File: src/rtl/plf_pkg.sv
`timescale 1ns / 1ps
// ----------------------------------------------------------------------------
// Perceptual light fade package
// Shared widths, payload and control types, and the inverse CIE lightness
// duty table used by the fade datapath.
// ----------------------------------------------------------------------------
package plf_pkg;

  // Field widths of the input and result transactions.
  localparam int TARGET_W = 8;
  localparam int DUR_W    = 16;
  localparam int LEVEL_W  = 7;
  localparam int DUTY_W   = 12;
  localparam int WAIT_W   = 13;
  localparam int STATUS_W = 2;

  // Fade constants.
  localparam int MAX_STEPS_DEF = 32;
  localparam int MIN_STEPS     = 8;
  localparam int FULL_PERCENT  = 100;
  localparam longint unsigned DUTY_FULL = 4095;
  localparam longint unsigned TOE_LIMIT = 8;
  localparam longint unsigned TOE_HALF  = 451;
  localparam longint unsigned TOE_DIV   = 903;
  localparam longint unsigned CUBE_DIV  = 116 * 116 * 116;
  localparam int LEVEL_ENTRIES = 2 ** LEVEL_W;

  // Result status codes.
  typedef enum logic [STATUS_W-1:0] {
    STATUS_STEP      = 2'd0,
    STATUS_NO_CHANGE = 2'd1,
    STATUS_REFUSED   = 2'd2
  } status_e;

  typedef struct packed {
    logic [TARGET_W-1:0] target_percent;
    logic [DUR_W-1:0]    duration_ms;
  } in_t;

  typedef struct packed {
    logic [LEVEL_W-1:0]  level_percent;
    logic [DUTY_W-1:0]   duty;
    logic                pwm_enable;
    logic [WAIT_W-1:0]   wait_ms;
    logic [STATUS_W-1:0] status;
    logic                last;
  } out_t;

  // Commands from the controller to the datapath.
  typedef struct packed {
    logic capture;
    logic decide;
    logic div_step;
    logic advance;
    logic norm;
    logic push;
  } ctrl_cmd_t;

  // Status from the datapath to the controller.
  typedef struct packed {
    status_e kind;
    logic    div_done;
    logic    norm_needed;
    logic    last_step;
  } ctrl_sts_t;

  // Builds the duty table at elaboration: linear toe up to 8 %, rounded cube
  // above it, and zero for level zero and for codes above full scale.
  function automatic logic [LEVEL_ENTRIES*DUTY_W-1:0] build_duty_rom();
    logic [LEVEL_ENTRIES*DUTY_W-1:0] rom;
    longint unsigned v;
    longint unsigned val;
    rom = '0;
    for (int p = 1; p <= FULL_PERCENT; p++) begin
      if (longint'(p) <= TOE_LIMIT) begin
        val = (longint'(p) * DUTY_FULL + TOE_HALF) / TOE_DIV;
      end else begin
        v   = longint'(p) + 16;
        val = (DUTY_FULL * v * v * v + CUBE_DIV / 2) / CUBE_DIV;
      end
      rom[p*DUTY_W +: DUTY_W] = DUTY_W'(val);
    end
    return rom;
  endfunction

  localparam logic [LEVEL_ENTRIES*DUTY_W-1:0] DUTY_ROM = build_duty_rom();

  // Duty for one brightness level.
  function automatic logic [DUTY_W-1:0] duty_lookup(logic [LEVEL_W-1:0] level);
    return DUTY_ROM[int'(level)*DUTY_W +: DUTY_W];
  endfunction

endpackage

File: src/rtl/plf_stream_if.sv
`timescale 1ns / 1ps
// ----------------------------------------------------------------------------
// Perceptual light fade stream interface
// Valid/ready channel carrying one payload of the given type per transaction.
// ----------------------------------------------------------------------------
interface plf_stream_if #(
  parameter type T = logic
);
  logic valid;
  logic ready;
  T     data;

  modport source (output valid, output data, input ready);
  modport sink (input valid, input data, output ready);
endinterface

File: src/rtl/plf_datapath.sv
`timescale 1ns / 1ps
// ----------------------------------------------------------------------------
// Perceptual light fade datapath
// Holds the request, the current level, the wait divider, the step quotient
// tracker and the result register.
// ----------------------------------------------------------------------------
module plf_datapath #(
  parameter int MAX_STEPS = plf_pkg::MAX_STEPS_DEF
) (
  input  logic                clk_i,
  input  logic                rst_ni,
  input  plf_pkg::ctrl_cmd_t  cmd_i,
  output plf_pkg::ctrl_sts_t  sts_o,
  input  plf_pkg::in_t        in_data_i,
  input  logic                light_ready_we_i,
  input  logic                light_ready_i,
  output plf_pkg::out_t       out_data_o
);

  localparam int SW    = $clog2(MAX_STEPS + 1);
  localparam int RW    = $clog2(MAX_STEPS + plf_pkg::FULL_PERCENT + 1);
  localparam int CNT_W = $clog2(plf_pkg::DUR_W + 1);
  localparam int LW    = plf_pkg::LEVEL_W;
  localparam logic [LW-1:0] FULL_LVL = LW'(plf_pkg::FULL_PERCENT);

  // Control state.
  logic          light_ready_q;
  logic [LW-1:0] current_level_q;

  // Request and fade working registers.
  logic [LW-1:0]            target_q;
  logic [plf_pkg::DUR_W-1:0] duration_q;
  plf_pkg::status_e         kind_q;
  logic [LW-1:0]            start_q;
  logic [LW-1:0]            mag_q;
  logic                     up_q;
  logic [SW-1:0]            steps_q;
  logic [SW-1:0]            k_q;
  logic [LW-1:0]            q_q;
  logic [RW-1:0]            r_q;
  logic [SW-1:0]            div_rem_q;
  logic [plf_pkg::DUR_W-1:0] div_quo_q;
  logic [CNT_W-1:0]         div_cnt_q;
  plf_pkg::out_t            out_q;

  // Decision logic on the captured request.
  logic [LW-1:0]     start_c;
  logic [LW-1:0]     mag_c;
  logic              up_c;
  logic [SW-1:0]     steps_c;
  plf_pkg::status_e  kind_c;

  always_comb begin
    start_c = (current_level_q > FULL_LVL) ? FULL_LVL : current_level_q;
    up_c    = target_q > start_c;
    mag_c   = up_c ? (target_q - start_c) : (start_c - target_q);
    if (mag_c < LW'(plf_pkg::MIN_STEPS)) begin
      steps_c = SW'(plf_pkg::MIN_STEPS);
    end else if ({1'b0, mag_c} > 8'(MAX_STEPS)) begin
      steps_c = SW'(MAX_STEPS);
    end else begin
      steps_c = SW'(mag_c);
    end
    if (!light_ready_q) begin
      kind_c = plf_pkg::STATUS_REFUSED;
    end else if (target_q == start_c) begin
      kind_c = plf_pkg::STATUS_NO_CHANGE;
    end else begin
      kind_c = plf_pkg::STATUS_STEP;
    end
  end

  // One restoring divider step for the per-step wait.
  logic [SW:0]   div_trial;
  logic          div_fit;
  logic [SW-1:0] div_rem_d;

  always_comb begin
    div_trial = {div_rem_q, div_quo_q[plf_pkg::DUR_W-1]};
    div_fit   = div_trial >= {1'b0, steps_q};
    div_rem_d = div_fit ? SW'(div_trial - {1'b0, steps_q}) : div_trial[SW-1:0];
  end

  // Level of the current step.
  logic [LW:0]   up_sum;
  logic [LW-1:0] step_level;
  logic          last_step;
  plf_pkg::out_t result_c;

  always_comb begin
    up_sum    = {1'b0, start_q} + {1'b0, q_q};
    last_step = k_q == steps_q;
    if (up_q) begin
      step_level = (up_sum > {1'b0, FULL_LVL}) ? FULL_LVL : up_sum[LW-1:0];
    end else begin
      step_level = (q_q > start_q) ? '0 : (start_q - q_q);
    end

    result_c        = '0;
    result_c.status = kind_q;
    result_c.last   = 1'b1;
    case (kind_q)
      plf_pkg::STATUS_STEP: begin
        result_c.level_percent = step_level;
        result_c.last          = last_step;
        result_c.wait_ms       = last_step ? '0 : div_quo_q[plf_pkg::WAIT_W-1:0];
      end
      plf_pkg::STATUS_NO_CHANGE: begin
        result_c.level_percent = start_q;
      end
      default: begin
        result_c.level_percent = '0;
      end
    endcase
    result_c.duty       = plf_pkg::duty_lookup(result_c.level_percent);
    result_c.pwm_enable = result_c.level_percent != '0;
  end

  // Configuration register and current level.
  always_ff @(posedge clk_i or negedge rst_ni) begin
    if (!rst_ni) begin
      light_ready_q   <= 1'b0;
      current_level_q <= '0;
    end else begin
      if (light_ready_we_i) begin
        light_ready_q <= light_ready_i;
      end
      if (cmd_i.push && (kind_q == plf_pkg::STATUS_STEP)) begin
        current_level_q <= step_level;
      end
    end
  end

  // Working registers, sequenced by the controller.
  always_ff @(posedge clk_i) begin
    if (cmd_i.capture) begin
      target_q   <= (in_data_i.target_percent > 8'(plf_pkg::FULL_PERCENT)) ?
                    FULL_LVL : in_data_i.target_percent[LW-1:0];
      duration_q <= in_data_i.duration_ms;
    end
    if (cmd_i.decide) begin
      kind_q    <= kind_c;
      start_q   <= start_c;
      mag_q     <= mag_c;
      up_q      <= up_c;
      steps_q   <= steps_c;
      k_q       <= '0;
      q_q       <= '0;
      r_q       <= RW'(steps_c >> 1);
      div_rem_q <= '0;
      div_quo_q <= duration_q;
      div_cnt_q <= '0;
    end
    if (cmd_i.div_step) begin
      div_rem_q <= div_rem_d;
      div_quo_q <= {div_quo_q[plf_pkg::DUR_W-2:0], div_fit};
      div_cnt_q <= div_cnt_q + 1'b1;
    end
    if (cmd_i.advance) begin
      r_q <= r_q + RW'(mag_q);
      k_q <= k_q + 1'b1;
    end
    if (cmd_i.norm) begin
      r_q <= r_q - RW'(steps_q);
      q_q <= q_q + 1'b1;
    end
    if (cmd_i.push) begin
      out_q <= result_c;
    end
  end

  always_comb begin
    sts_o.kind        = kind_c;
    sts_o.div_done    = div_cnt_q == CNT_W'(plf_pkg::DUR_W);
    sts_o.norm_needed = r_q >= RW'(steps_q);
    sts_o.last_step   = (kind_q != plf_pkg::STATUS_STEP) || last_step;
  end

  assign out_data_o = out_q;

endmodule

File: src/rtl/plf_controller.sv
`timescale 1ns / 1ps
// ----------------------------------------------------------------------------
// Perceptual light fade controller
// Sequences capture, decision, wait division, step advance and result hand-off.
// ----------------------------------------------------------------------------
module plf_controller (
  input  logic               clk_i,
  input  logic               rst_ni,
  input  logic               in_valid_i,
  output logic               in_ready_o,
  output logic               out_valid_o,
  input  logic               out_ready_i,
  input  plf_pkg::ctrl_sts_t sts_i,
  output plf_pkg::ctrl_cmd_t cmd_o
);

  typedef enum logic [2:0] {
    S_IDLE,
    S_DECIDE,
    S_DIV,
    S_ADV,
    S_NORM,
    S_PUSH
  } state_e;

  state_e state_q;
  logic   out_valid_q;
  logic   slot_free;

  assign slot_free = !out_valid_q || out_ready_i;

  // Commands decoded from the current state.
  always_comb begin
    cmd_o          = '0;
    cmd_o.capture  = (state_q == S_IDLE) && in_valid_i;
    cmd_o.decide   = state_q == S_DECIDE;
    cmd_o.div_step = (state_q == S_DIV) && !sts_i.div_done;
    cmd_o.advance  = state_q == S_ADV;
    cmd_o.norm     = (state_q == S_NORM) && sts_i.norm_needed;
    cmd_o.push     = (state_q == S_PUSH) && slot_free;
  end

  // State and result valid flag.
  always_ff @(posedge clk_i or negedge rst_ni) begin
    if (!rst_ni) begin
      state_q     <= S_IDLE;
      out_valid_q <= 1'b0;
    end else begin
      if (cmd_o.push) begin
        out_valid_q <= 1'b1;
      end else if (out_ready_i) begin
        out_valid_q <= 1'b0;
      end
      unique case (state_q)
        S_IDLE: begin
          if (in_valid_i) begin
            state_q <= S_DECIDE;
          end
        end
        S_DECIDE: begin
          state_q <= (sts_i.kind == plf_pkg::STATUS_STEP) ? S_DIV : S_PUSH;
        end
        S_DIV: begin
          if (sts_i.div_done) begin
            state_q <= S_ADV;
          end
        end
        S_ADV: begin
          state_q <= S_NORM;
        end
        S_NORM: begin
          if (!sts_i.norm_needed) begin
            state_q <= S_PUSH;
          end
        end
        S_PUSH: begin
          if (slot_free) begin
            state_q <= sts_i.last_step ? S_IDLE : S_ADV;
          end
        end
        default: begin
          state_q <= S_IDLE;
        end
      endcase
    end
  end

  assign in_ready_o  = state_q == S_IDLE;
  assign out_valid_o = out_valid_q;

endmodule

File: src/rtl/perceptual_light_fade.sv
`timescale 1ns / 1ps
// ----------------------------------------------------------------------------
// Perceptual light fade
// Fades a light from its current percent to a requested percent, giving one
// result transaction per step with level, CIE lightness duty and wait.
// ----------------------------------------------------------------------------
// A fade request is taken only while no earlier request is being worked on.
// A refused or no-change request passes from capture through the decide
// state to the push state, which registers its single result; the next
// request can be taken once that push is done. A fade first runs a 16-step
// restoring divider for the wait, then passes for each step through the
// advance, normalise and push states. The normaliser is single-subtract and
// subtracts once for every unit the step quotient advances. A stall on the
// result channel holds the fade in its push state. One finished result may
// wait in the output register while the next request is accepted.
module perceptual_light_fade #(
  parameter int MAX_STEPS = plf_pkg::MAX_STEPS_DEF
) (
  input  logic  clk_i,
  input  logic  rst_ni,
  input  logic  light_ready_we_i,
  input  logic  light_ready_i,
  plf_stream_if.sink   in_i,
  plf_stream_if.source out_o
);

  plf_pkg::ctrl_cmd_t cmd;
  plf_pkg::ctrl_sts_t sts;

  // Sequencer.
  plf_controller u_ctrl (
    .clk_i       (clk_i),
    .rst_ni      (rst_ni),
    .in_valid_i  (in_i.valid),
    .in_ready_o  (in_i.ready),
    .out_valid_o (out_o.valid),
    .out_ready_i (out_o.ready),
    .sts_i       (sts),
    .cmd_o       (cmd)
  );

  // Arithmetic and storage.
  plf_datapath #(
    .MAX_STEPS (MAX_STEPS)
  ) u_dp (
    .clk_i            (clk_i),
    .rst_ni           (rst_ni),
    .cmd_i            (cmd),
    .sts_o            (sts),
    .in_data_i        (in_i.data),
    .light_ready_we_i (light_ready_we_i),
    .light_ready_i    (light_ready_i),
    .out_data_o       (out_o.data)
  );

endmodule

File: src/flat_wrapper.sv
// flat-port wrapper written by rule: the top's interface ports become plain ports
module perceptual_light_fade_flat 
#(
  parameter int MAX_STEPS = plf_pkg::MAX_STEPS_DEF
)
  (clk_i, rst_ni, light_ready_we_i, light_ready_i, in_i_valid, in_i_data, in_i_ready, out_o_valid, out_o_data, out_o_ready);
  plf_stream_if in_i_i ();
  plf_stream_if out_o_i ();
  input  logic clk_i;
  input  logic rst_ni;
  input  logic light_ready_we_i;
  input  logic light_ready_i;
  input wire logic [$bits(in_i_i.valid)-1:0] in_i_valid;
  input wire logic [$bits(in_i_i.data)-1:0] in_i_data;
  output wire logic [$bits(in_i_i.ready)-1:0] in_i_ready;
  output wire logic [$bits(out_o_i.valid)-1:0] out_o_valid;
  output wire logic [$bits(out_o_i.data)-1:0] out_o_data;
  input wire logic [$bits(out_o_i.ready)-1:0] out_o_ready;
  assign in_i_i.valid = in_i_valid;
  assign in_i_i.data = in_i_data;
  assign in_i_ready = in_i_i.ready;
  assign out_o_valid = out_o_i.valid;
  assign out_o_data = out_o_i.data;
  assign out_o_i.ready = out_o_ready;
  perceptual_light_fade #(.MAX_STEPS(MAX_STEPS)) u_core (.clk_i(clk_i), .rst_ni(rst_ni), .light_ready_we_i(light_ready_we_i), .light_ready_i(light_ready_i), .in_i(in_i_i), .out_o(out_o_i));
endmodule
File: config.mk
export PLATFORM = sky130hd
export DESIGN_NAME = perceptual_light_fade_flat
export DESIGN_NICKNAME = d
export VERILOG_FILES = /design/src/rtl/plf_pkg.sv /design/src/rtl/plf_stream_if.sv /design/src/rtl/plf_datapath.sv /design/src/rtl/plf_controller.sv /design/src/rtl/perceptual_light_fade.sv /design/src/flat_wrapper.sv
export SDC_FILE = /design/constraint.sdc
export NUM_CORES = 1
export LEC_CHECK = 0
export ABC_AREA = 1
export BUFFER_PORTS_ARGS = -buffer_cell sky130_fd_sc_hd__buf_2
export CORE_MARGIN = 2
export CORE_UTILIZATION = 50
export CTS_BUF_LIST = sky130_fd_sc_hd__clkbuf_4
export DETAILED_ROUTE_END_ITERATION = 6
export GPL_ROUTABILITY_DRIVEN = 1
export PLACE_DENSITY = 0.66
export REMOVE_ABC_BUFFERS = 1
export SKIP_LAST_GASP = 1
export SYNTH_ARGS = -nofsm -noshare
export SYNTH_HDL_FRONTEND = slang
export SYNTH_SLANG_ARGS = --single-unit
File: constraint.sdc
create_clock -name clk_i -period 4.75 [get_ports clk_i]
set_clock_uncertainty 0.2 [all_clocks]
set_input_delay 0.95 -clock clk_i [delete_from_list [all_inputs] [get_ports clk_i]]
set_output_delay 0.95 -clock clk_i [all_outputs]
set_load 0.05 [all_outputs]
### Yosys cells after proc, flatten, opt, wreduce, memory -nomap -nowiden

Index checks and enable logic that the tools add are counted.

| operators by class | value |
|---|---|
| divide/modulo/power cells | 0 |
| bitwise operators | 0 |
| add/sub/neg operators | 8 |
| equal/unequal tests | 11 |
| mux-type cells | 27 |
| reductions and logical operators | 20 |
| shift operators | 0 |
| multipliers | 0 |
| $lt $le $gt $ge | 7 |

Operators by type and width:

| kind | number |
|---|---|
| 7-bit two-way mux | 7 |
| 6-bit two-way mux | 4 |
| 8-bit two-way mux | 3 |
| 3-bit case mux with 6 select lines | 1 |
| 3-bit two-way mux | 5 |
| 5-bit two-way mux | 2 |
| 2-bit nonzero test | 5 |
| 7-bit by 7-bit adder with 8-bit output | 1 |
| 8-bit by 7-bit adder with 8-bit output | 1 |
| 8-bit by 6-bit >= comparator with 1-bit output | 1 |
| 8-bit by 7-bit greater-than comparator with 1-bit output (second input constant) | 1 |
| 2-bit != test (second input constant) | 4 |
| 8-bit by 6-bit subtractor with 8-bit output | 1 |
| 7-bit by 1-bit adder with 7-bit output (second input constant) | 1 |
| 1-bit by 7-bit greater-than comparator with 1-bit output (first input constant) | 1 |
| 7-bit by 6-bit greater-than comparator with 1-bit output (second input constant) | 1 |
| 7-bit greater-than comparator | 1 |
| 7-bit greater-than comparator (second input constant) | 1 |
| 7-bit zero test | 1 |
| 7-bit by 4-bit < comparator with 1-bit output (second input constant) | 1 |
| 1-bit by 7-bit subtractor with 7-bit output (first input constant) | 1 |
| 7-bit subtractor | 1 |
| 6-bit by 1-bit adder with 6-bit output (second input constant) | 1 |
| 3-bit by 2-bit == test with 1-bit output (second input constant) | 2 |
| other kinds (15) | 25 |

| word-level totals | value |
|---|---|
| latch bits | 0 |
| bits in writable memories | 0 |
| output and inout bits | 3 |
| memories kept | 0 |
| bits of input ports | 7 |
| memory bits (read-only) | 0 |
| register bits after elaboration | 62 |

### Depth between registers and ports, before layout

| depth | value |
|---|---|
| depth in word-level cells | 10 |
| depth in mapped cells | 17 |

### Modules after synthesis

A second synthesis with hierarchy kept.

| unflattened totals | value |
|---|---|
| cell total of the unflattened synthesis | 1151 |
| area, all modules | 9594.2 µm² |

Modules (own cells, without submodules):

| module | sequential area each (µm²) | cells an instance | times used | area each (µm²) |
|---|---|---|---|---|
| plf_datapath | 4103.9 | 1100 | 1 | 9282.7 |
| plf_controller | 100.1 | 50 | 1 | 307.8 |
| perceptual_light_fade | 0.0 | 1 | 1 | 3.8 |

### Least setup slack after synthesis

No wires, ideal clock.

| timing path | value |
|---|---|
| path kind | reg-to-reg |
| start point | register u_core.u_dp.steps_q[0] |
| end point | register u_core.u_dp.r_q[0], enable pin |
| period minus slack after synthesis | 2487 ps |
| library setup time | 384 ps |
| cell stages (with the launch flop) | 9 |
| path slack | 2263 ps |
| arrival | 1903 ps |
| buffers on the path | 1 |
| cell sequence | edfxtp_1 ha_1 fa_1 o21ai_2 nand2_1 nand3_1 nand2_2 buf_2 o21ai_0 |

| between the ends | value |
|---|---|
| longest elaborated chain between the ends | 3 |

RTL lines:

| what | RTL line | source |
|---|---|---|
| from (decl) | plf_datapath.sv:37 | `logic [SW-1:0] steps_q;` |
| from (signal assigned) | plf_datapath.sv:146 | `steps_q <= steps_c;` |
| 8-bit by 6-bit >= comparator with 1-bit output | plf_datapath.sv:175 | `sts_o.norm_needed = r_q >= RW'(steps_q);` |
| 1-bit logical AND | plf_controller.sv:39 | `cmd_o.norm = (state_q == S_NORM) && sts_i.norm_needed;` |
| 3-bit nonzero test (no source line) | -- |  |
| to (signal assigned) | plf_datapath.sv:149 | `r_q <= RW'(steps_c >> 1);` |
| to (signal assigned) | plf_datapath.sv:160 | `r_q <= r_q + RW'(mag_q);` |
| to (signal assigned) | plf_datapath.sv:164 | `r_q <= r_q - RW'(steps_q);` |
| to (decl) | plf_datapath.sv:40 | `logic [RW-1:0] r_q;` |

No other way between the ends.
A chain may end at the register's enable or synchronous reset.

### Worst setup path in the final report

Same ends and word-level chain as after synthesis.

==> run_results.csv <==
group,metric,value,unit
critical_path,reg2reg_from,"u_core.u_dp.steps_q[0]",
synth,seq_area_frac_synth,41.6,%
grt,antenna_found_initial,0,
placement,portBuffers,8,
critical_path,worstPathMaxFanout,16,
synth,synth_seq_cells,60,
die,die_height,95.5,um
placement,dp.cells,622,
die,dieWidth,95.5,um
die,io_pins,10,
grt,grt_use_total,20.4,%
drt,top_layer,"met4",
synth,synth_compound_area_share,10.1,%
critical_path,critPathCaptureType,"register",
die,die_area,9130,um^2
drt,drcViolationCount,0,
cells_and_area,nets,571,
die,start_util,51.2,%
critical_path,reg2reg_to,"u_core.u_dp.r_q[0]",
sta,min_period,2.81,ns
cts,cts_max_level,3,
cts,cts_setup_buffers,0,
cells_and_area,fin_util,54.9,%
placement,gp_congestion,0.868,
cts,cts-resized-gates,0,
drt,wl_met2,3630,um
cts,clockRootBuffer,"clkbuf_4",
placement,dp_hpwl,6400,um
cts,clock_sinks,60,
cells_and_area,drive_above_1_share,10.1,%
die,rows,33,
drt,drt-vias-per-instance,5.16,
critical_path,cp_data_arrival_time,2.65,ns
critical_path,r2r_slack,1.94,ns
synth,ys.flop_type,"edfxtp_1",
grt,grt_max_degree,23,
drt,met3_length,445,um
synth,synth_area_per_cell,8.10,um^2
cts,cts_tree,"yes",
sta,rsz0062_at_grt,"no",
cts,cts_buffers,9,
synth,synthSimpleGateAreaFrac,24.0,%
hold_path,hp-class,"input port to async pin",
cells_and_area,insertedDiodeCount,0,
drt,via_count,3293,
synth,yosysTopAreaCell,"edfxtp_1",
synth,synthMuxAreaShare,0,%
die,core_area,8180,um^2
sta,setup_viol,0,
critical_path,worst_setup_path_start_kind,"register",
synth,synth_top_area_share,34.4,%
synth,synth_edf_count,48,
drt,drt_pass1_iterations,5,
sta,fin_tns_setup,0,ns
synth,synth_xor_area_share,3.35,%
cts,clk_latency,0.41,ns
sta,slew_violations,0,
sta,fin_ws,1.94,ns
sta,tightest_slew,1.18,ns
drt,met1_length,4120,um
synth,async_flop_share,20.0,%
cells_and_area,syn2layout_area_growth,7.11,%
sta,max_slew_margin,20.4,%
drt,drtAntennaViolNets,0,
critical_path,cp.required,4.58,ns
cts,holdBufCountCts,0,
drt,wl_per_cell,13.1,um
synth,synth_cell_types,37,
synth,postSynthCellCount,517,
grt,grt_pass1_wl,14200,um
drt,routed_wl,8350,um
flow_run,cap_violations,0,
sta,finalCritPeriodShare,59.2,%
cts,path_clk_slew,0.12,ns
synth,syn_area,4190,um^2
grt,grt_pass1_vias,3101,
grt,grt_overflow_total,0,
cells_and_area,instances_no_fill,638,
synth,ys_top_cells_by_area,"edfxtp_1 (34%), nand2_1 (9.6%), ha_1 (9.6%), inv_1 (7.8%), dfrtp_1 (7.2%)",
synth,synth-adder-area-share,11.5,%
critical_path,rr_worst_depth,7,
sta,fmax,356,MHz
placement,place_ws,1.96,ns
drt,first_iter_violations,197,
cts,cts_buffer_depth,2,
sta,hold_viol,0,
synth,yosys_warnings,0,
run_status,status,"finished, final reports clean",
synth,synth_top_family_by_area,"simple AND/OR/NAND/NOR gates",
critical_path,critical_path_class,"register to register",
worst max-delay path by stage:
stage                                   startpoint                        to  slack [ns]
after global placement      u_core.u_dp.steps_q[0]        u_core.u_dp.r_q[5]        1.98
after floorplan             u_core.u_dp.steps_q[0]        u_core.u_dp.r_q[0]        2.34
final                       u_core.u_dp.steps_q[0]        u_core.u_dp.r_q[0]        1.94
after detailed placement    u_core.u_dp.steps_q[0]        u_core.u_dp.r_q[5]        1.96
after CTS                   u_core.u_dp.steps_q[0]        u_core.u_dp.r_q[5]        1.93
after global routing      u_core.u_ctrl.state_q[2]  u_core.u_ctrl.state_q[2]        1.73
flip-flops by register name, indices dropped and copies added (netlist names), 2 cells and up:
signal / count
u_core.u_dp.q_q: 7
u_core.u_dp.r_q: 8
u_core.u_dp.start_q: 6
u_core.u_dp.mag_q: 6
u_core.u_dp.div_cnt_q: 5
u_core.u_dp.kind_q: 2
u_core.u_dp.steps_q: 6
u_core.u_dp.current_level_q: 7
u_core.u_ctrl.state_q: 3
u_core.u_dp.k_q: 6
area by class of cell:
type / count / area, um^2
Clock buffer: 9 / 67.6
Clock inverter: 7 / 101
Fill cell: 742 / 3690
Inverter: 93 / 349
Multi-Input combinational cell: 356 / 2060
Sequential cell: 60 / 1740
Tap cell: 105 / 131
Timing Repair Buffer: 8 / 40.0
cell families (layout without fill, tap and decap cells):
group / Yosys count / count (layout)
adder cells (fa/ha/maj): 36 / 36
flip-flops: 60 / 60
other: 1 / 1
XOR/XNOR: 16 / 16
AO/OA/AOI/OAI: 71 / 71
AND/OR/NAND/NOR: 232 / 232
buffers and inverters: 101 / 117
routing by layer:
layer	vias to the layer above	global-route usage, %
li1	1689	-
met3	16	4.19
met4	0	7.50
met1	1494	29.3
met2	94	30.6
met5	-	0
critical path: stages, from the launching register on:
cell      delay, ns
edfxtp_1       0.43
ha_1           0.24
fa_1           0.43
o21ai_2        0.23
nand2_1        0.07
nand3_1        0.08
nand2_2        0.21
o21ai_0        0.53
Yosys cell counts (2+ instances only):
cell and number:
nand2_1 107, inv_1 87, nor2_1 61, edfxtp_1 48, nand3_1 35, a21oi_1 32, ha_1 32, o21ai_0 17
xor2_1 15, dfrtp_1 12, nor3_1 9, inv_2 6, nand2_2 6, o21ai_1 6, clkbuf_1 5, fa_1 4
nand4_1 4, o21bai_1 4, a21oi_2 3, o21ai_2 3, or2_2 3, nor2_2 2, nor3_2 2
stage by stage:
| stage | cell area [um^2] | hold slack, ns |
|---|---|---|
| detailed placement | 4320 | 0.353 |
| global route | 4490 | 0.199 |
| finish | 4490 | 0.192 |
| CTS | 4490 | 0.188 |
| floorplan | 4150 | 0.285 |
| global placement | 4320 | 0.343 |
cell usage in the layout (no fill, tap or decap), types with 3 or more instances in the layout:
master    instances
nor2_1           61
edfxtp_1         48
fa_1              4
inv_2             6
dfrtp_1          12
ha_1             32
nand4_1           4
o21bai_1          4
nor3_1            9
or2_2             3
a21oi_1          32
o21ai_2           3
a21oi_2           3
xor2_1           15
o21ai_1           6
buf_2             8
nand3_1          35
o21ai_0          17
inv_1            87
clkbuf_4          9
nand2_2           6
clkinv_4          3
nand2_1         107
Power is not shown: default switching activity piles up to over one toggle a cycle in this logic, so the estimate is an artifact.
